### src/sv/fece_pkg.sv
`timescale 1ns / 1ps

package fece_pkg;

  // default store geometry
  localparam int COLUMNS_DEF = 80;
  localparam int ROWS_DEF    = 66;

  // screen pixel to cell mapping
  localparam int CELL_SHIFT = 2;

  localparam int HEAT_W = 8;

  // cooling steps and seed heat
  localparam logic [HEAT_W-1:0] COOL_BIG_STEP   = 8'd12;
  localparam logic [HEAT_W-1:0] COOL_SMALL_STEP = 8'd4;
  localparam logic [HEAT_W-1:0] SEED_HOT_HEAT   = 8'd255;

  typedef enum logic [1:0] {
    REQ_ADVANCE = 2'd0,
    REQ_SEED    = 2'd1,
    REQ_READ    = 2'd2,
    REQ_NONE    = 2'd3
  } req_kind_e;

  typedef enum logic [3:0] {
    ST_CLEAR,
    ST_IDLE,
    ST_ADV_RD0,
    ST_ADV_RD1,
    ST_ADV_RD2,
    ST_ADV_RD3,
    ST_ADV_SUM,
    ST_ADV_COOL,
    ST_SEED_A,
    ST_SEED_B,
    ST_READ_ISSUE,
    ST_READ_DATA,
    ST_DONE
  } ctrl_state_e;

  typedef enum logic [1:0] {
    ALU_HOLD,
    ALU_LOAD,
    ALU_ADD
  } alu_op_e;

  typedef struct packed {
    logic wr_en;
    logic rd_en;
  } ram_ctl_t;

  typedef struct packed {
    alu_op_e op;
    logic    zero;
  } alu_ctl_t;

  typedef struct packed {
    logic ready;
    logic res_load;
    logic adv_done;
  } ctrl_stat_t;

  // cooling of one cell
  function automatic logic [HEAT_W-1:0] cool_heat(input logic [HEAT_W-1:0] v);
    logic [HEAT_W-1:0] r;
    if (v >= COOL_BIG_STEP) begin
      r = v - COOL_BIG_STEP;
    end else if (v >= COOL_SMALL_STEP) begin
      r = v - COOL_SMALL_STEP;
    end else begin
      r = '0;
    end
    return r;
  endfunction

  // fire palette, 8-bit red, green, blue per heat level
  localparam logic [7:0] PALETTE [256][3] = '{
    '{0,0,0},'{0,0,24},'{0,0,24},'{0,0,28},
    '{0,0,32},'{0,0,32},'{0,0,36},'{0,0,40},
    '{8,0,40},'{16,0,36},'{24,0,36},'{32,0,32},
    '{40,0,28},'{48,0,28},'{56,0,24},'{64,0,20},
    '{72,0,20},'{80,0,16},'{88,0,16},'{96,0,12},
    '{104,0,8},'{112,0,8},'{120,0,4},'{128,0,0},
    '{128,0,0},'{132,0,0},'{136,0,0},'{140,0,0},
    '{144,0,0},'{144,0,0},'{148,0,0},'{152,0,0},
    '{156,0,0},'{160,0,0},'{160,0,0},'{164,0,0},
    '{168,0,0},'{172,0,0},'{176,0,0},'{180,0,0},
    '{184,4,0},'{188,4,0},'{192,8,0},'{196,8,0},
    '{200,12,0},'{204,12,0},'{208,16,0},'{212,16,0},
    '{216,20,0},'{220,20,0},'{224,24,0},'{228,24,0},
    '{232,28,0},'{236,28,0},'{240,32,0},'{244,32,0},
    '{252,36,0},'{252,36,0},'{252,40,0},'{252,40,0},
    '{252,44,0},'{252,44,0},'{252,48,0},'{252,48,0},
    '{252,52,0},'{252,52,0},'{252,56,0},'{252,56,0},
    '{252,60,0},'{252,60,0},'{252,64,0},'{252,64,0},
    '{252,68,0},'{252,68,0},'{252,72,0},'{252,72,0},
    '{252,76,0},'{252,76,0},'{252,80,0},'{252,80,0},
    '{252,84,0},'{252,84,0},'{252,88,0},'{252,88,0},
    '{252,92,0},'{252,96,0},'{252,96,0},'{252,100,0},
    '{252,100,0},'{252,104,0},'{252,104,0},'{252,108,0},
    '{252,108,0},'{252,112,0},'{252,112,0},'{252,116,0},
    '{252,116,0},'{252,120,0},'{252,120,0},'{252,124,0},
    '{252,124,0},'{252,128,0},'{252,128,0},'{252,132,0},
    '{252,132,0},'{252,136,0},'{252,136,0},'{252,140,0},
    '{252,140,0},'{252,144,0},'{252,144,0},'{252,148,0},
    '{252,152,0},'{252,152,0},'{252,156,0},'{252,156,0},
    '{252,160,0},'{252,160,0},'{252,164,0},'{252,164,0},
    '{252,168,0},'{252,168,0},'{252,172,0},'{252,172,0},
    '{252,176,0},'{252,176,0},'{252,180,0},'{252,180,0},
    '{252,184,0},'{252,184,0},'{252,188,0},'{252,188,0},
    '{252,192,0},'{252,192,0},'{252,196,0},'{252,196,0},
    '{252,200,0},'{252,200,0},'{252,204,0},'{252,208,0},
    '{252,208,0},'{252,208,0},'{252,208,0},'{252,208,0},
    '{252,212,0},'{252,212,0},'{252,212,0},'{252,212,0},
    '{252,216,0},'{252,216,0},'{252,216,0},'{252,216,0},
    '{252,216,0},'{252,220,0},'{252,220,0},'{252,220,0},
    '{252,220,0},'{252,224,0},'{252,224,0},'{252,224,0},
    '{252,224,0},'{252,228,0},'{252,228,0},'{252,228,0},
    '{252,228,0},'{252,228,0},'{252,232,0},'{252,232,0},
    '{252,232,0},'{252,232,0},'{252,236,0},'{252,236,0},
    '{252,236,0},'{252,236,0},'{252,240,0},'{252,240,0},
    '{252,240,0},'{252,240,0},'{252,240,0},'{252,244,0},
    '{252,244,0},'{252,244,0},'{252,244,0},'{252,248,0},
    '{252,248,0},'{252,248,0},'{252,248,0},'{252,252,0},
    '{252,252,4},'{252,252,8},'{252,252,12},'{252,252,16},
    '{252,252,20},'{252,252,24},'{252,252,28},'{252,252,32},
    '{252,252,36},'{252,252,40},'{252,252,40},'{252,252,44},
    '{252,252,48},'{252,252,52},'{252,252,56},'{252,252,60},
    '{252,252,64},'{252,252,68},'{252,252,72},'{252,252,76},
    '{252,252,80},'{252,252,84},'{252,252,84},'{252,252,88},
    '{252,252,92},'{252,252,96},'{252,252,100},'{252,252,104},
    '{252,252,108},'{252,252,112},'{252,252,116},'{252,252,120},
    '{252,252,124},'{252,252,124},'{252,252,128},'{252,252,132},
    '{252,252,136},'{252,252,140},'{252,252,144},'{252,252,148},
    '{252,252,152},'{252,252,156},'{252,252,160},'{252,252,164},
    '{252,252,168},'{252,252,168},'{252,252,172},'{252,252,176},
    '{252,252,180},'{252,252,184},'{252,252,188},'{252,252,192},
    '{252,252,196},'{252,252,200},'{252,252,204},'{252,252,208},
    '{252,252,208},'{252,252,212},'{252,252,216},'{252,252,220},
    '{252,252,224},'{252,252,228},'{252,252,232},'{252,252,236},
    '{252,252,240},'{252,252,244},'{252,252,248},'{252,252,252}
  };

endpackage

### src/sv/fece_cell_alu.sv
`timescale 1ns / 1ps

module fece_cell_alu import fece_pkg::*; (
  input  logic              clk_i,
  input  alu_ctl_t          ctl_i,
  input  logic [HEAT_W-1:0] operand_i,
  output logic [HEAT_W-1:0] avg_o,
  output logic [HEAT_W-1:0] cool_o
);

  logic [HEAT_W+1:0] acc_q;
  logic [HEAT_W-1:0] center_q;
  logic [HEAT_W-1:0] opnd;
  logic [HEAT_W+1:0] sum;

  // neighbor outside the store reads as zero
  assign opnd = ctl_i.zero ? '0 : operand_i;
  assign sum  = acc_q + (HEAT_W+2)'(opnd);

  // four-neighbor accumulator and center cell
  always_ff @(posedge clk_i) begin
    case (ctl_i.op)
      ALU_LOAD: begin
        acc_q    <= (HEAT_W+2)'(opnd);
        center_q <= opnd;
      end
      ALU_ADD: begin
        acc_q <= sum;
      end
      default: begin
      end
    endcase
  end

  assign avg_o  = sum[HEAT_W+1:2];
  assign cool_o = cool_heat(center_q);

endmodule

### config.mk
export PLATFORM = sky130hd
export DESIGN_NAME = fece_cell_alu
export DESIGN_NICKNAME = d
export VERILOG_FILES = /design/src/sv/fece_pkg.sv /design/src/sv/fece_cell_alu.sv
export SDC_FILE = /design/constraint.sdc
export NUM_CORES = 1
export LEC_CHECK = 0
export BUFFER_PORTS_ARGS = -buffer_cell sky130_fd_sc_hd__clkbuf_2
export CAP_MARGIN = 20
export CORE_MARGIN = 2
export CORE_UTILIZATION = 58
export CTS_CLUSTER_DIAMETER = 30
export CTS_CLUSTER_SIZE = 8
export DETAILED_ROUTE_END_ITERATION = 6
export PLACE_DENSITY = 0.84
export SKIP_LAST_GASP = 1
export SYNTH_ARGS = -nofsm -noshare
export SYNTH_HDL_FRONTEND = slang
export SYNTH_SLANG_ARGS = --single-unit
### constraint.sdc
create_clock -name clk_i -period 7.3 [get_ports clk_i]
set_input_delay 1.46 -clock clk_i [delete_from_list [all_inputs] [get_ports clk_i]]
set_output_delay 1.46 -clock clk_i [all_outputs]
set_load 0.05 [all_outputs]
Word-level counts from Yosys, hierarchy flattened
Cells that the tools add are included.

Register bits: 18. Input port bits: 12. Output and inout bits: 16.

Add/subtract/negate cells: 3. Magnitude comparators: 2. Equal/unequal tests: 2. Mux-type cells: 4. Reductions and logical operators: 1.

Operator list (count): $mux 8 (3); $pmux 10 s2 (1); $add 10x8->10 (1); $ge 8x3->1 const B (1); $ge 8x4->1 const B (1); $sub 8x3->8 const B (1); $sub 8x4->8 const B (1); $eq 2x1->1 const B (1); $eq 2x2->1 const B (1); $reduce_bool 2->1 (1).

Longest topological paths before layout
Depth after elaboration: 3. Mapped depth: 9. Depth with buffers taken out: 9.

Worst setup path after synthesis
No wires, ideal clock.

Path kind: input to output. From: input operand_i[0]. To: output avg_o[6]. Data arrival time: 3496 ps. Setup slack: 2344 ps. Stages: 9. Path buffers: 0. Path through: nor2b_1 > ha_1 > inv_1 > fa_1 > nor2b_1 > o21ai_1 > nand2_1 > a21oi_1 > xnor2_1.

Word-level cells in the longest chain between the ends: 2.

Ends and longest elaborated chain: start, declared (RTL line fece_cell_alu.sv:6) `input logic [HEAT_W-1:0] operand_i,`; $mux 8 (RTL line fece_cell_alu.sv:17) `assign opnd = ctl_i.zero ? '0 : operand_i;`; $add 10x8->10 (RTL line fece_cell_alu.sv:18) `assign sum = acc_q + (HEAT_W+2)'(opnd);`; end, declared (RTL line fece_cell_alu.sv:7) `output logic [HEAT_W-1:0] avg_o,`.

No other way between the ends.

Worst setup path after layout
From: input ctl_i[0] in the netlist's numbering. To: output avg_o[4].

Word-level cells in the longest chain between the ends: 2.

Ends and longest elaborated chain: start, declared (RTL line fece_cell_alu.sv:5) `input alu_ctl_t ctl_i,`; $mux 8 (RTL line fece_cell_alu.sv:17); named net opnd[0] (RTL line fece_cell_alu.sv:13) `logic [HEAT_W-1:0] opnd;`; $add 10x8->10 (RTL line fece_cell_alu.sv:18).

The timed path passes the listed nets, and every way through them passes these cells.

==> impl_summary.md <==
Global routing
Global routing used 23.0% of the available met1 tracks. The met2 usage is 45.8%. The combined global-route utilization of all metal layers is 23.1%.

For met3 alone, demand over resource in global routing was 1.72%. The total overflow left after global routing is 0. The pin count of the biggest net entering global routing is 13. The number of global-route vias before repair is 1,050. The layer flagged by global routing as most heavily used is met2. The global-route wire length before repair is 4440 µm. The initial antenna violation count came to 0.

Critical path
The stage delay of the slowest cell on the critical path is 410 ps. The class of the most critical setup path is in -> out. The critical path startpoint category is an input pin. The number of buffers and inverters on the critical path is 3. The largest driver fanout on the critical path is 8. The signal on the critical path passes through clkbuf_2 > nor2b_1 > ha_1 > inv_1 > fa_1 > nor2b_1 > o21ai_1 > a21oi_1 > or3_1 > and2_1 > clkbuf_2. The startpoint of the lowest-slack register-to-register path is acc_q[0]. The most critical setup path has its startpoint at ctl_i[0]. Broken down by cell family, the worst path's largest delay share belongs to simple AND/OR/NAND/NOR gates. The cell type of the slowest stage on the worst timing path is sky130_fd_sc_hd__fa_1. The worst setup path is captured at a primary output.

The arrival time at the worst endpoint is 3650 ps. STA puts the critical path data required time at 5840 ps.

Layout
The most common library cell in the layout ignoring fill and taps is sky130_fd_sc_hd__clkbuf_2. Leaving out fill and tap cells, the most frequent cells in the layout are sky130_fd_sc_hd__clkbuf_2, sky130_fd_sc_hd__edfxtp_1, sky130_fd_sc_hd__ha_1. Of the cells placed in the final design, the portion with a size suffix greater than 1 is 23.8%. The total number of nets in the final design is 187. The post-layout instance count excluding filler cells is 188. The antenna diode instance count is 0.

The area growth from synthesis to layout is 14.4%. Cells fill 69.9% of the core in the end.

Clock tree
The hold-fix buffer count after cts is 0. The number of sinks on the clock net is 18. The TritonCTS clock tree is built. In this run, CTS created clock tree buffers numbering 3. The largest buffer count on any clock path is 2.

Clock tree synthesis selected as its root buffer the cell sky130_fd_sc_hd__clkbuf_4. The clock latency on the worst-skew pair is 300 ps. The post-CTS setup buffer count is 0. In this run the number of H-tree levels came out at 1. The post-cts resize count is 0. After clock tree synthesis, the clock-pin slew on the worst setup and hold paths is 100 ps.

Routing
The number of detailed-routing iterations run before antenna repair is 4. After detailed routing, the total wire length is 2670 µm. The total number of vias is 1,065. For this block, the initial DRC count from the detailed router was 6. The count of nets left with antenna violations after detail routing is 0.

The per-cell via count in the routed design is 5.66. The number of remaining DRC errors is 0. The post-detailed-route wirelength per cell is 14.2 µm.

STA
Based on the critical path, the design can be clocked at up to 196 MHz. After routing, the total negative slack on setup checks comes to 0 ps. The final number of hold-violating endpoints is 0. The max-slew violation count was 0.

For the pin with the worst max-slew slack, the measured transition is 554 ps. Setup repair after global routing left no endpoint under its margin. The number of endpoints failing setup at the final stage is 0. In this run the tightest slew margin relative to its limit is 63.1%. The final critical delay including setup and external delays is 5110 ps. Across the routed clock network, the largest skew measured is 4.52 ps. The fraction of the cycle the final worst path needs is 70.0%.

Logic synthesis
The count of unique library cells instantiated by Yosys is 32. The post-synthesis sequential area ratio is 40.4%. In the post-synthesis netlist, the biggest area contributors are sky130_fd_sc_hd__edfxtp_1, sky130_fd_sc_hd__ha_1, sky130_fd_sc_hd__nor2b_1.

After synthesis, the share of flip-flops with an asynchronous set or reset is 0%. The area fraction in compound gates after synthesis is 14.5%. Yosys printed 0 warnings. The share of synthesized area spent on multiplexers is 7.57%.

Summing the areas of all xor and xnor instances in the mapped netlist gives 5.23% of the synthesized area. The synthesized design contains 18 register bits. In this run, synthesis inferred 18 flip-flops with an integrated enable. The synthesized netlist devotes 13.6% of its cell area to adder and majority cells.

The library cell with the largest summed area after synthesis is sky130_fd_sc_hd__edfxtp_1. Of the post-synthesis cell area, the dominant cell type holds 40.4%. The post-synthesis share of cell area spent on and, or, nand and nor gates is 15.6%. The main combinational cell family by area after synthesis is simple AND/OR/NAND/NOR gates.

The most used flip-flop cell after synthesis is sky130_fd_sc_hd__edfxtp_1. The synthesized area per cell is 10.3 µm². The synthesized cell area is 0.00134 mm². The number of nets handed over by synthesis was 156. In the synthesized netlist, the number of instances is 130.

Placed design
Input and output buffers added on the ports amount to 27. The routability congestion estimate is 0.813. Counting tap cells, the placed design contains a total of 184 instances.

The total half-perimeter wirelength after legalization and detailed placement is 2170 µm.

Floorplan
The number of I/O pins is 28. The die height is 52.0 µm. The core box area is 0.00219 mm².

After floorplanning, the core was divided into 17 placement rows. The effective utilization at floorplan is 61.1%. In this run the horizontal extent of the chip is 52.0 µm. The die covers 0.00271 mm².

Min path
The path class of the tightest hold or removal check is reg -> reg. In this run the most critical hold path is launched from acc_q[9].

Pwr
Per report_power, the clock group accounts for 15.7% of the total. The combinational share of power is 44.1%. The peak supply drop is 171 µV. The leakage power total is 0.691 nW. The internal power contribution is 0.190 mW. Of the total power, registers draw 40.3%.

Net switching is 42.6% of the power. The power per cell area is 216 mW/mm². The analysis attributes to net switching a power of 0.141 mW.

Flow run
The count of max-cap constraint violations is 0.

Run status
The flow ran to the end, and the final reports show no timing, DRC or antenna violations.
==> cell usage after synthesis, drive strengths merged, types with 2 or more instances <==
master  count
a211oi      2
a21boi      2
a21o        4
a21oi       9
and2        2
edfxtp     18
ha         13
inv        10
mux2        6
mux2i       3
nand2      11
nand2b      2
nand3       3
nor2        6
nor2b      10
nor3        2
o21ai       7
o221ai      2
or3         2
xnor2       6
xor2        2
==> sequential cells by signal, summed over array words and instances, names as in the netlist <==
signal    count
acc_q        10
center_q      8
==> cells by family after synthesis <==
logic type	after synthesis
buf+inv	11
xor+xnor	8
compound gates	30
mux	9
simple gates	40
flops	18
fa+ha+maj	14
==> metrics by stage <==
| stage | power [mW] | instance area [µm²] | hold WS, ps | setup slack [ps] |
|---|---|---|---|---|
| final | 0.330 | 1530 | 708 | 2190 |
| after floorplan | 0.249 | 1340 | 649 | 2340 |
| after detailed placement | 0.281 | 1510 | 684 | 2230 |
| after global routing | 0.347 | 1530 | 757 | 1990 |
| after global placement | 0.276 | 1510 | 680 | 2450 |
| after CTS | 0.332 | 1530 | 717 | 2220 |
==> worst paths after layout <==
kind,endpoint,cells past startpoint,slack [ps]
worst min register to register,acc_q[9],2,710
worst max register to register,acc_q[6],8,5150
worst max-delay path,avg_o[4],11,2190
worst min-delay path,acc_q[9],2,710
==> worst register-to-register path, delay by kind of cell, from the launching register on <==
family          cells  cell delay, ps
flops               1             390
fa+ha+maj           2             450
simple gates        2             430
buf+inv             1              80
compound gates      3             560
==> routing by layer <==
| metal | vias up | share of wire, % | wire, µm |
|---|---|---|---|
| li1 | 534 | - | - |
| met5 | - | 0 | 0 |
| met1 | 485 | 39 | 1040 |
| met2 | 39 | 55 | 1460 |
| met4 | 0 | 2.7 | 72 |
| met3 | 7 | 3.9 | 105 |
==> final cells by class <==
type | count | area [µm²]
repair buffers | 27 | 135
inverters | 10 | 37.5
clock inverters | 1 | 3.75
flip-flops and latches | 18 | 541
fillers | 172 | 659
multi-input cells | 101 | 757
well taps | 28 | 35.0
clock buffers | 3 | 22.5
==> power by group through the flow <==
stage / registers (mW) / logic, mW / clock network, mW
2_1_floorplan: 0.134 / 0.115 / 0
3_3_place_gp: 0.135 / 0.141 / 0
3_5_place_dp: 0.135 / 0.145 / 0
4_1_cts: 0.133 / 0.146 / 0.0534
5_1_grt: 0.135 / 0.156 / 0.0562
6_report: 0.133 / 0.146 / 0.0518
No activity file was read; power rests on OpenSTA's default activity.
