--- src/sv/fece_pkg.sv ---
`timescale 1ns / 1ps

package fece_pkg;

  // default store geometry
  localparam int COLUMNS_DEF = 80;
  localparam int ROWS_DEF    = 66;

  // screen pixel to cell mapping
  localparam int CELL_SHIFT = 2;

  localparam int HEAT_W = 8;

  // cooling steps and seed heat
  localparam logic [HEAT_W-1:0] COOL_BIG_STEP   = 8'd12;
  localparam logic [HEAT_W-1:0] COOL_SMALL_STEP = 8'd4;
  localparam logic [HEAT_W-1:0] SEED_HOT_HEAT   = 8'd255;

  typedef enum logic [1:0] {
    REQ_ADVANCE = 2'd0,
    REQ_SEED    = 2'd1,
    REQ_READ    = 2'd2,
    REQ_NONE    = 2'd3
  } req_kind_e;

  typedef enum logic [3:0] {
    ST_CLEAR,
    ST_IDLE,
    ST_ADV_RD0,
    ST_ADV_RD1,
    ST_ADV_RD2,
    ST_ADV_RD3,
    ST_ADV_SUM,
    ST_ADV_COOL,
    ST_SEED_A,
    ST_SEED_B,
    ST_READ_ISSUE,
    ST_READ_DATA,
    ST_DONE
  } ctrl_state_e;

  typedef enum logic [1:0] {
    ALU_HOLD,
    ALU_LOAD,
    ALU_ADD
  } alu_op_e;

  typedef struct packed {
    logic wr_en;
    logic rd_en;
  } ram_ctl_t;

  typedef struct packed {
    alu_op_e op;
    logic    zero;
  } alu_ctl_t;

  typedef struct packed {
    logic ready;
    logic res_load;
    logic adv_done;
  } ctrl_stat_t;

  // cooling of one cell
  function automatic logic [HEAT_W-1:0] cool_heat(input logic [HEAT_W-1:0] v);
    logic [HEAT_W-1:0] r;
    if (v >= COOL_BIG_STEP) begin
      r = v - COOL_BIG_STEP;
    end else if (v >= COOL_SMALL_STEP) begin
      r = v - COOL_SMALL_STEP;
    end else begin
      r = '0;
    end
    return r;
  endfunction

  // fire palette, 8-bit red, green, blue per heat level
  localparam logic [7:0] PALETTE [256][3] = '{
    '{0,0,0},'{0,0,24},'{0,0,24},'{0,0,28},
    '{0,0,32},'{0,0,32},'{0,0,36},'{0,0,40},
    '{8,0,40},'{16,0,36},'{24,0,36},'{32,0,32},
    '{40,0,28},'{48,0,28},'{56,0,24},'{64,0,20},
    '{72,0,20},'{80,0,16},'{88,0,16},'{96,0,12},
    '{104,0,8},'{112,0,8},'{120,0,4},'{128,0,0},
    '{128,0,0},'{132,0,0},'{136,0,0},'{140,0,0},
    '{144,0,0},'{144,0,0},'{148,0,0},'{152,0,0},
    '{156,0,0},'{160,0,0},'{160,0,0},'{164,0,0},
    '{168,0,0},'{172,0,0},'{176,0,0},'{180,0,0},
    '{184,4,0},'{188,4,0},'{192,8,0},'{196,8,0},
    '{200,12,0},'{204,12,0},'{208,16,0},'{212,16,0},
    '{216,20,0},'{220,20,0},'{224,24,0},'{228,24,0},
    '{232,28,0},'{236,28,0},'{240,32,0},'{244,32,0},
    '{252,36,0},'{252,36,0},'{252,40,0},'{252,40,0},
    '{252,44,0},'{252,44,0},'{252,48,0},'{252,48,0},
    '{252,52,0},'{252,52,0},'{252,56,0},'{252,56,0},
    '{252,60,0},'{252,60,0},'{252,64,0},'{252,64,0},
    '{252,68,0},'{252,68,0},'{252,72,0},'{252,72,0},
    '{252,76,0},'{252,76,0},'{252,80,0},'{252,80,0},
    '{252,84,0},'{252,84,0},'{252,88,0},'{252,88,0},
    '{252,92,0},'{252,96,0},'{252,96,0},'{252,100,0},
    '{252,100,0},'{252,104,0},'{252,104,0},'{252,108,0},
    '{252,108,0},'{252,112,0},'{252,112,0},'{252,116,0},
    '{252,116,0},'{252,120,0},'{252,120,0},'{252,124,0},
    '{252,124,0},'{252,128,0},'{252,128,0},'{252,132,0},
    '{252,132,0},'{252,136,0},'{252,136,0},'{252,140,0},
    '{252,140,0},'{252,144,0},'{252,144,0},'{252,148,0},
    '{252,152,0},'{252,152,0},'{252,156,0},'{252,156,0},
    '{252,160,0},'{252,160,0},'{252,164,0},'{252,164,0},
    '{252,168,0},'{252,168,0},'{252,172,0},'{252,172,0},
    '{252,176,0},'{252,176,0},'{252,180,0},'{252,180,0},
    '{252,184,0},'{252,184,0},'{252,188,0},'{252,188,0},
    '{252,192,0},'{252,192,0},'{252,196,0},'{252,196,0},
    '{252,200,0},'{252,200,0},'{252,204,0},'{252,208,0},
    '{252,208,0},'{252,208,0},'{252,208,0},'{252,208,0},
    '{252,212,0},'{252,212,0},'{252,212,0},'{252,212,0},
    '{252,216,0},'{252,216,0},'{252,216,0},'{252,216,0},
    '{252,216,0},'{252,220,0},'{252,220,0},'{252,220,0},
    '{252,220,0},'{252,224,0},'{252,224,0},'{252,224,0},
    '{252,224,0},'{252,228,0},'{252,228,0},'{252,228,0},
    '{252,228,0},'{252,228,0},'{252,232,0},'{252,232,0},
    '{252,232,0},'{252,232,0},'{252,236,0},'{252,236,0},
    '{252,236,0},'{252,236,0},'{252,240,0},'{252,240,0},
    '{252,240,0},'{252,240,0},'{252,240,0},'{252,244,0},
    '{252,244,0},'{252,244,0},'{252,244,0},'{252,248,0},
    '{252,248,0},'{252,248,0},'{252,248,0},'{252,252,0},
    '{252,252,4},'{252,252,8},'{252,252,12},'{252,252,16},
    '{252,252,20},'{252,252,24},'{252,252,28},'{252,252,32},
    '{252,252,36},'{252,252,40},'{252,252,40},'{252,252,44},
    '{252,252,48},'{252,252,52},'{252,252,56},'{252,252,60},
    '{252,252,64},'{252,252,68},'{252,252,72},'{252,252,76},
    '{252,252,80},'{252,252,84},'{252,252,84},'{252,252,88},
    '{252,252,92},'{252,252,96},'{252,252,100},'{252,252,104},
    '{252,252,108},'{252,252,112},'{252,252,116},'{252,252,120},
    '{252,252,124},'{252,252,124},'{252,252,128},'{252,252,132},
    '{252,252,136},'{252,252,140},'{252,252,144},'{252,252,148},
    '{252,252,152},'{252,252,156},'{252,252,160},'{252,252,164},
    '{252,252,168},'{252,252,168},'{252,252,172},'{252,252,176},
    '{252,252,180},'{252,252,184},'{252,252,188},'{252,252,192},
    '{252,252,196},'{252,252,200},'{252,252,204},'{252,252,208},
    '{252,252,208},'{252,252,212},'{252,252,216},'{252,252,220},
    '{252,252,224},'{252,252,228},'{252,252,232},'{252,252,236},
    '{252,252,240},'{252,252,244},'{252,252,248},'{252,252,252}
  };

endpackage

--- src/sv/fece_ctrl.sv ---
`timescale 1ns / 1ps

module fece_ctrl import fece_pkg::*; #(
  parameter  int COLUMNS = COLUMNS_DEF,
  parameter  int ROWS    = ROWS_DEF,
  localparam int TOTAL   = ROWS * COLUMNS,
  localparam int ADDR_W  = $clog2(TOTAL)
) (
  input  logic              clk_i,
  input  logic              rst_ni,
  input  logic              start_i,
  input  req_kind_e         kind_i,
  input  logic [6:0]        seed_col_i,
  input  logic              seed_hot_i,
  input  logic [7:0]        pix_row_i,
  input  logic [8:0]        pix_col_i,
  input  logic              out_free_i,
  input  logic [HEAT_W-1:0] avg_i,
  input  logic [HEAT_W-1:0] cool_i,
  input  logic [HEAT_W-1:0] rdata_i,
  output ram_ctl_t          ram_ctl_o,
  output logic [ADDR_W-1:0] ram_addr_o,
  output logic [HEAT_W-1:0] ram_wdata_o,
  output alu_ctl_t          alu_ctl_o,
  output ctrl_stat_t        stat_o,
  output logic [HEAT_W-1:0] heat_o
);

  localparam int CALC_W = ADDR_W + 1;
  localparam logic [ADDR_W-1:0] SEED_BASE = ADDR_W'((ROWS - 2) * COLUMNS);
  localparam logic [ADDR_W-1:0] LAST_CELL = ADDR_W'(TOTAL - 1);

  ctrl_state_e       state_q, state_d;
  logic [ADDR_W-1:0] cur_q, cur_d;
  logic              zflag_q, zflag_d;
  logic [HEAT_W-1:0] res_heat_q, res_heat_d;

  logic [CALC_W-1:0] offset;
  logic [CALC_W-1:0] calc;
  logic              oor;
  logic              last;
  logic              seed_ok;
  logic [ADDR_W-1:0] seed_addr;
  logic [HEAT_W-1:0] seed_heat;
  logic              pix_ok;
  logic [ADDR_W-1:0] pix_addr;

  // neighbor offset from the cursor, one shared address adder
  always_comb begin
    case (state_q)
      ST_ADV_RD1: offset = '1;
      ST_ADV_RD2: offset = CALC_W'(1);
      ST_ADV_RD3: offset = CALC_W'(COLUMNS);
      ST_ADV_SUM: offset = CALC_W'(-COLUMNS);
      default:    offset = '0;
    endcase
  end

  assign calc = {1'b0, cur_q} + offset;
  assign oor  = (calc >= CALC_W'(TOTAL));
  assign last = (cur_q == LAST_CELL);

  // seed and pixel addressing
  assign seed_ok   = ({2'b0, seed_col_i} < 9'(COLUMNS));
  assign seed_addr = SEED_BASE + ADDR_W'(seed_col_i);
  assign seed_heat = seed_hot_i ? SEED_HOT_HEAT : '0;
  assign pix_ok    = ({1'b0, pix_row_i} < 9'(ROWS)) && (pix_col_i < 9'(COLUMNS));
  assign pix_addr  = ADDR_W'(pix_row_i) * ADDR_W'(COLUMNS) + ADDR_W'(pix_col_i);

  // next state, cursor and result heat
  always_comb begin
    state_d    = state_q;
    cur_d      = cur_q;
    res_heat_d = res_heat_q;
    case (state_q)
      ST_CLEAR: begin
        cur_d = cur_q + 1'b1;
        if (last) begin
          state_d = ST_IDLE;
        end
      end
      ST_IDLE: begin
        if (start_i) begin
          cur_d      = ADDR_W'(COLUMNS);
          res_heat_d = '0;
          case (kind_i)
            REQ_ADVANCE: state_d = ST_ADV_RD0;
            REQ_SEED:    state_d = ST_SEED_A;
            REQ_READ:    state_d = ST_READ_ISSUE;
            default:     state_d = ST_DONE;
          endcase
        end
      end
      ST_ADV_RD0:  state_d = ST_ADV_RD1;
      ST_ADV_RD1:  state_d = ST_ADV_RD2;
      ST_ADV_RD2:  state_d = ST_ADV_RD3;
      ST_ADV_RD3:  state_d = ST_ADV_SUM;
      ST_ADV_SUM:  state_d = ST_ADV_COOL;
      ST_ADV_COOL: begin
        if (last) begin
          state_d = ST_DONE;
        end else begin
          cur_d   = cur_q + 1'b1;
          state_d = ST_ADV_RD0;
        end
      end
      ST_SEED_A:     state_d = ST_SEED_B;
      ST_SEED_B:     state_d = ST_DONE;
      ST_READ_ISSUE: state_d = ST_READ_DATA;
      ST_READ_DATA: begin
        res_heat_d = pix_ok ? rdata_i : '0;
        state_d    = ST_DONE;
      end
      ST_DONE: begin
        if (out_free_i) begin
          state_d = ST_IDLE;
        end
      end
      default: state_d = ST_IDLE;
    endcase
  end

  // memory, alu and status outputs per state
  always_comb begin
    ram_ctl_o      = '0;
    ram_addr_o     = calc[ADDR_W-1:0];
    ram_wdata_o    = '0;
    alu_ctl_o.op   = ALU_HOLD;
    alu_ctl_o.zero = zflag_q;
    zflag_d        = 1'b0;
    stat_o         = '0;
    case (state_q)
      ST_CLEAR: begin
        ram_ctl_o.wr_en = 1'b1;
        ram_addr_o      = cur_q;
      end
      ST_IDLE: begin
        stat_o.ready = 1'b1;
      end
      ST_ADV_RD0: begin
        ram_ctl_o.rd_en = !oor;
        zflag_d         = oor;
      end
      ST_ADV_RD1: begin
        ram_ctl_o.rd_en = !oor;
        zflag_d         = oor;
        alu_ctl_o.op    = ALU_LOAD;
      end
      ST_ADV_RD2, ST_ADV_RD3: begin
        ram_ctl_o.rd_en = !oor;
        zflag_d         = oor;
        alu_ctl_o.op    = ALU_ADD;
      end
      ST_ADV_SUM: begin
        ram_ctl_o.wr_en = 1'b1;
        ram_wdata_o     = avg_i;
      end
      ST_ADV_COOL: begin
        ram_ctl_o.wr_en = 1'b1;
        ram_addr_o      = cur_q;
        ram_wdata_o     = cool_i;
        stat_o.adv_done = last;
      end
      ST_SEED_A: begin
        ram_ctl_o.wr_en = seed_ok;
        ram_addr_o      = seed_addr;
        ram_wdata_o     = seed_heat;
      end
      ST_SEED_B: begin
        ram_ctl_o.wr_en = seed_ok;
        ram_addr_o      = seed_addr + ADDR_W'(COLUMNS);
        ram_wdata_o     = seed_heat;
      end
      ST_READ_ISSUE: begin
        ram_ctl_o.rd_en = pix_ok;
        ram_addr_o      = pix_addr;
      end
      ST_DONE: begin
        stat_o.res_load = out_free_i;
      end
      default: begin
      end
    endcase
  end

  assign heat_o = res_heat_q;

  // sequencer registers
  always_ff @(posedge clk_i or negedge rst_ni) begin
    if (!rst_ni) begin
      state_q <= ST_CLEAR;
      cur_q   <= '0;
      zflag_q <= 1'b0;
    end else begin
      state_q <= state_d;
      cur_q   <= cur_d;
      zflag_q <= zflag_d;
    end
  end

  always_ff @(posedge clk_i) begin
    res_heat_q <= res_heat_d;
  end

endmodule
--- config.mk ---
export PLATFORM = sky130hd
export DESIGN_NAME = fece_ctrl
export DESIGN_NICKNAME = d
export VERILOG_FILES = /design/src/sv/fece_pkg.sv /design/src/sv/fece_ctrl.sv
export SDC_FILE = /design/constraint.sdc
export NUM_CORES = 1
export LEC_CHECK = 0
export ABC_AREA = 1
export BUFFER_PORTS_ARGS = -buffer_cell sky130_fd_sc_hd__buf_2
export CELL_PAD_IN_SITES_DETAIL_PLACEMENT = 1
export CELL_PAD_IN_SITES_GLOBAL_PLACEMENT = 2
export CORE_MARGIN = 2
export CORE_UTILIZATION = 30
export CTS_CLUSTER_DIAMETER = 200
export DETAILED_ROUTE_END_ITERATION = 8
export PLACE_DENSITY_LB_ADDON = 0.1
export SYNTH_ARGS = -nofsm -noshare
export SYNTH_HDL_FRONTEND = slang
export SYNTH_SLANG_ARGS = --single-unit
export TNS_END_PERCENT = 1
--- constraint.sdc ---
create_clock -name clk_i -period 8.7 [get_ports clk_i]
set_input_delay 1.74 -clock clk_i [delete_from_list [all_inputs] [get_ports clk_i]]
set_output_delay 1.74 -clock clk_i [all_outputs]
set_load 0.02 [all_outputs]
-- Word-level counts from Yosys, hierarchy flattened
Index checks and enable logic that the tools add are counted.
Widths: inputs -> output; s select.
- add/sub/neg operators: 5
- multiply operators: 1
- magnitude comparators: 4
- equality and inequality tests: 19
- multiplexer cells: 23
- reduce and logical (&&, ||, !) cells: 15
- operator list (kind ; number):
    $pmux 14 s4 ; 1
    $pmux 13 s4 ; 1
    $pmux 4 s12 ; 1
    $pmux 13 s3 ; 1
    $mux 13 ; 2
    $mux 8 ; 3
    $pmux 8 s3 ; 1
    $eq 4x4->1 const B ; 5
    $eq 4x3->1 const B ; 4
    $mux 4 ; 4
    $pmux 8 s2 ; 1
    $add 13x14->14 ; 1
    $ge 14x13->1 const B ; 1
    $add 13x1->13 const B ; 1
    $add 13x7->13 const A ; 1
    $add 13x7->13 const B ; 1
    $add 13x9->13 ; 1
    $eq 13x13->1 const B ; 1
    $pmux 4 s3 ; 1
    $lt 9x7->1 const B ; 1
    $mul 8x3->9 const B ; 1
    $eq 4x2->1 const B ; 2
    $lt 8x7->1 const B ; 1
    $ne 2x2->1 const B ; 4
    other kinds (18) ; 26
- bits in registers: 26
- input bits: 55

-- Logic depth before layout (Yosys ltp)
- depth after elaboration: 6
- gate-level depth with buffers: 21
- mapped depth without buffers: 21

-- Worst setup path before layout
OpenSTA, ideal clock, no wires.
- path kind: input to output
- start point: input port pix_row_i[1]
- end point: output port ram_addr_o[12]
- data arrival time: 3.680 ns
- required time: 6.960 ns
- setup slack: 3.280 ns
- stages: 13
- buffers on the path: 0
- path through: ha_1 > ha_1 > inv_1 > fa_1 > inv_1 > ha_1 > nand2_1 > nand2_1 > nand3_1 > nor2_1 > nand2_1 > nand3_1 > nand4_1
- word-level cells in the longest chain between the ends: 3
- RTL lines (element ; RTL line ; RTL):
    start: declaration ; fece_ctrl.sv:15 ; input logic [7:0] pix_row_i,
    $mul 8x3->9 ; fece_ctrl.sv:68 ; assign pix_addr = ADDR_W'(pix_row_i) * ADDR_W'(COLUMNS) + ADDR_W'(pix_col_i);
    $add 13x9->13 ; fece_ctrl.sv:68 ;
    $pmux 13 s4 ; fece_ctrl.sv:132 ; case (state_q)
    end: declaration ; fece_ctrl.sv:22 ; output logic [ADDR_W-1:0] ram_addr_o,
Every way passes these cells.

-- Worst setup path after layout
- start point: input port pix_row_i[1]
- end point: output port ram_addr_o[11]
The elaborated chain is that of the path after synthesis.

==> reports/summary.log <==
[run_status] status completed
[clock_tree] Clock transition at path regs 100 ps
[routing] Post-DRT Antenna Nets 0
[routing] 1st-pass router iterations 4
[global_routing] via count of the first global-routing pass 3920
[timing] ratio of final minimum period to clock period 68.0%
[placement] HPWL after detailed placement 10200 um
[floorplanning] full die area 12000 um2
[synthesis] number of enable flip-flop cells after synthesis 8
[synthesis] flop and latch count out of synthesis 26
[clock_tree] clk_lat worst skew 290 ps
[synthesis] distinct cell type count of the synthesized netlist 46
[worst_setup_path] CP required 6960 ps
[floorplanning] FP Rows 38
[synthesis] cell type with the largest total area after synthesis nand2_1
[worst_setup_path] cell at the slowest stage of the critical path fa_1
[synthesis] cell count after synthesis 520
[timing] total count of max-transition violations in the final report 0
[timing] Setup WS post-layout 2790 ps
[global_routing] total global routing track utilization 20.8%
[final_layout] layout cells sized above 1 19.4%
[flow_run] number of maximum-capacitance constraint violations 0
[synthesis] fraction of registers with async set or reset after synthesis 69.2%
[synthesis] Post-Syn Area per Cell 6.42 um2
[worst_setup_path] arrival time at the worst endpoint 4170 ps
[global_routing] number of antenna violations at the first check in global routing 0
[hold_path] hold path startpoint cur_q[3]
[timing] hold violation count in the final report 0
[synthesis] proportion of netlist area held by the largest area contributor 16.2%
[clock_tree] TritonCTS buffer count 3
[worst_setup_path] crit-path max cell delay 480 ps
[floorplanning] top-level I/O count 92
[final_layout] relative area change from synthesis to final layout 18.9%
[placement] RD Place Congestion 0.910
[floorplanning] Die H 109 um
[clock_tree] buffers inserted during post-CTS setup optimization 0
[worst_setup_path] startpoint of the lowest-slack register-to-register path state_q[3]
[hold_path] worst-case hold path end point cur_q[3]
[synthesis] netlist area before placement 3340 um2
[routing] drt first-iter violations 141
[routing] remaining routing DRC violations 0
[routing] average wire per cell in the routed design 16.2 um
[timing] Fmax 169 MHz
[worst_setup_path] setup slack of the most critical reg-to-reg path 5160 ps
[timing] worst-margin pin slew 1320 ps
[worst_setup_path] type of origin of the critical path input pin
[worst_setup_path] gate family responsible for the most delay along the worst path adder cells
[timing] worst setup skew after layout 12.1 ps
[power] maximum resistive drop on vdd 0.0000792 V
[power] overall power 891 uW
[worst_setup_path] critical path class in -> out
[floorplanning] Placeable Area 10800 um2
[floorplanning] x dimension of the die 109 um
[routing] average vias per placed instance 5.03
[timing] unrepaired setup endpoints after global routing no
[synthesis] register area share after synthesis 20.7%
[synthesis] net count after synthesis 609
[worst_setup_path] reg2reg end zflag_q
[clock_tree] clock tree sinks 26
[global_routing] largest net degree at the start of global routing 19
[worst_setup_path] type of destination of the critical path primary output
[placement] Port-buffer cells 91
[final_layout] storage element area 691 um2
[clock_tree] clock tree from TritonCTS yes
[hold_path] Hold Path Depth 3
[clock_tree] cts repair resizes 0
[worst_setup_path] largest fanout on the critical path 4
[floorplanning] Initial Util 30.8%
[final_layout] Filler Cells Inserted 1488
[timing] setup TNS after final layout 0 ps
[synthesis] most frequent cells after synthesis 144 x nand2_1, 76 x inv_1, 54 x nand3_1
[hold_path] class of the most critical hold timing path reg -> reg
[routing] final routed wirelength across all metal layers 12100 um
[final_layout] area occupied by multi-input gates 2280 um2
[synthesis] predominant post-synthesis flop cell dfrtp_1
[clock_tree] Post-CTS Hold Fix Bufs 0
[power] total power density per cell area 224 nW/um2
[final_layout] number of diodes added for antenna fixing 0
[global_routing] global-route wire length before repair 19500 um
[global_routing] remaining global-route overflow 0
[synthesis] count of yosys warnings during synthesis 0
[clock_tree] clock root buffer clkbuf_8
[worst_setup_path] Worst Reg-to-Reg Cells 17
[synthesis] most frequent cell after synthesis nand2_1
[worst_setup_path] critical path buffer and inverter count 5
[timing] relative slew slack 10.9%
[synthesis] top area cells in the synthesized netlist nand2_1 16%, dfrtp_1 13%, ha_1 12%, inv_1 8.5%, nand3_1 8.1%
[final_layout] final-stage net count 699
[timing] final period demand of the worst path 5910 ps
[worst_setup_path] cells along the critical path buf_2 > ha_1 > ha_1 > inv_1 > fa_1 > inv_1 > ha_1 > a21oi_1 > nor2_1 > inv_1 > o21ai_0 > nand3_1 > nand3_1 > buf_2
[power] P_leak 0.00213 uW
[routing] number of vias in the routed layout 3770
[placement] setup slack at placement 2800 ps
[clock_tree] Clock Tree Buf Depth 2
[timing] total of endpoints with negative setup slack in the final report 0
[clock_tree] number of H-tree branching levels 1
## state kept, by name (all words and copies together) (netlist names)
name	flops
cur_q	13
heat_o	8
state_q	4
zflag_q	1
## worst min-delay path, stage by stage, from the launching register on
cell,delay (ps)
dfrtp_1,420
nand3_2,80
nand2_1,80
a21oi_2,30
## area by class of cell
cell class / count / area share [%]
multi-input combinational: 404 / 57.5
sequential: 26 / 17.4
timing repair buffer: 91 / 11.5
inverter: 84 / 8.07
tap: 140 / 4.41
clock buffer: 4 / 1.13
## per-stage QoR
stage / utilization (%) / instance area (um2) / hold slack (ps) / std cells
after global placement: 36.2 / 3920 / 615 / 745
after detailed placement: 36.2 / 3920 / 626 / 745
after global routing: 36.6 / 3970 / 694 / 749
after floorplan: - / 3340 / 539 / 520
after CTS: 36.6 / 3970 / 647 / 749
final: 36.6 / 3970 / 641 / 749
## cells in the final DEF (no fill, tap or decap), types with 7 or more instances in the layout
cell type  synthesis  layout
a21oi_1           20      20
buf_2              2      91
dfrtp_1           18      18
edfxtp_1           8       8
ha_1              31      31
inv_1             76      76
inv_2              7       7
nand2_1          144     144
nand3_1           54      54
nand4_1            9       9
nor2_1            42      42
nor3_1            10      10
o21ai_0           27      27
## per-layer routing
layer	part of all wire, %	routed length [um]	track usage, %	vias up
met4	0.77	94	3.07	0
met3	5.5	673	3.14	10
li1	-	-	-	1906
met2	47	5750	36.3	105
met5	0	0	0	-
met1	46	5630	27.6	1749
## report_power, final
part / switching (uW) / internal [uW]
clock network: 43.2 / 33.0
logic: 432 / 189
registers: 37.4 / 156
total: 513 / 378
## worst max-delay path by stage
| stage | start | to | slack, ps | cells past startpoint |
|---|---|---|---|---|
| after floorplan | pix_row_i[1] | ram_addr_o[12] | 3280 | 13 |
| after global placement | pix_row_i[1] | ram_addr_o[11] | 2860 | 14 |
| after detailed placement | pix_row_i[1] | ram_addr_o[11] | 2800 | 14 |
| after CTS | pix_row_i[1] | ram_addr_o[11] | 2790 | 14 |
| final | pix_row_i[1] | ram_addr_o[11] | 2790 | 14 |
| after global routing | pix_row_i[1] | ram_addr_o[11] | 2530 | 14 |
## cells by family after synthesis
family	count (synthesis)	share of synthesized area, %
AO/OA/AOI/OAI	76	13.8
adder cells (fa/ha/maj)	34	13.4
buffers and inverters	90	10.9
AND/OR/NAND/NOR	285	38.8
flip-flops	26	20.7
XOR/XNOR	9	2.36
Power figures use the tool's default switching activity.
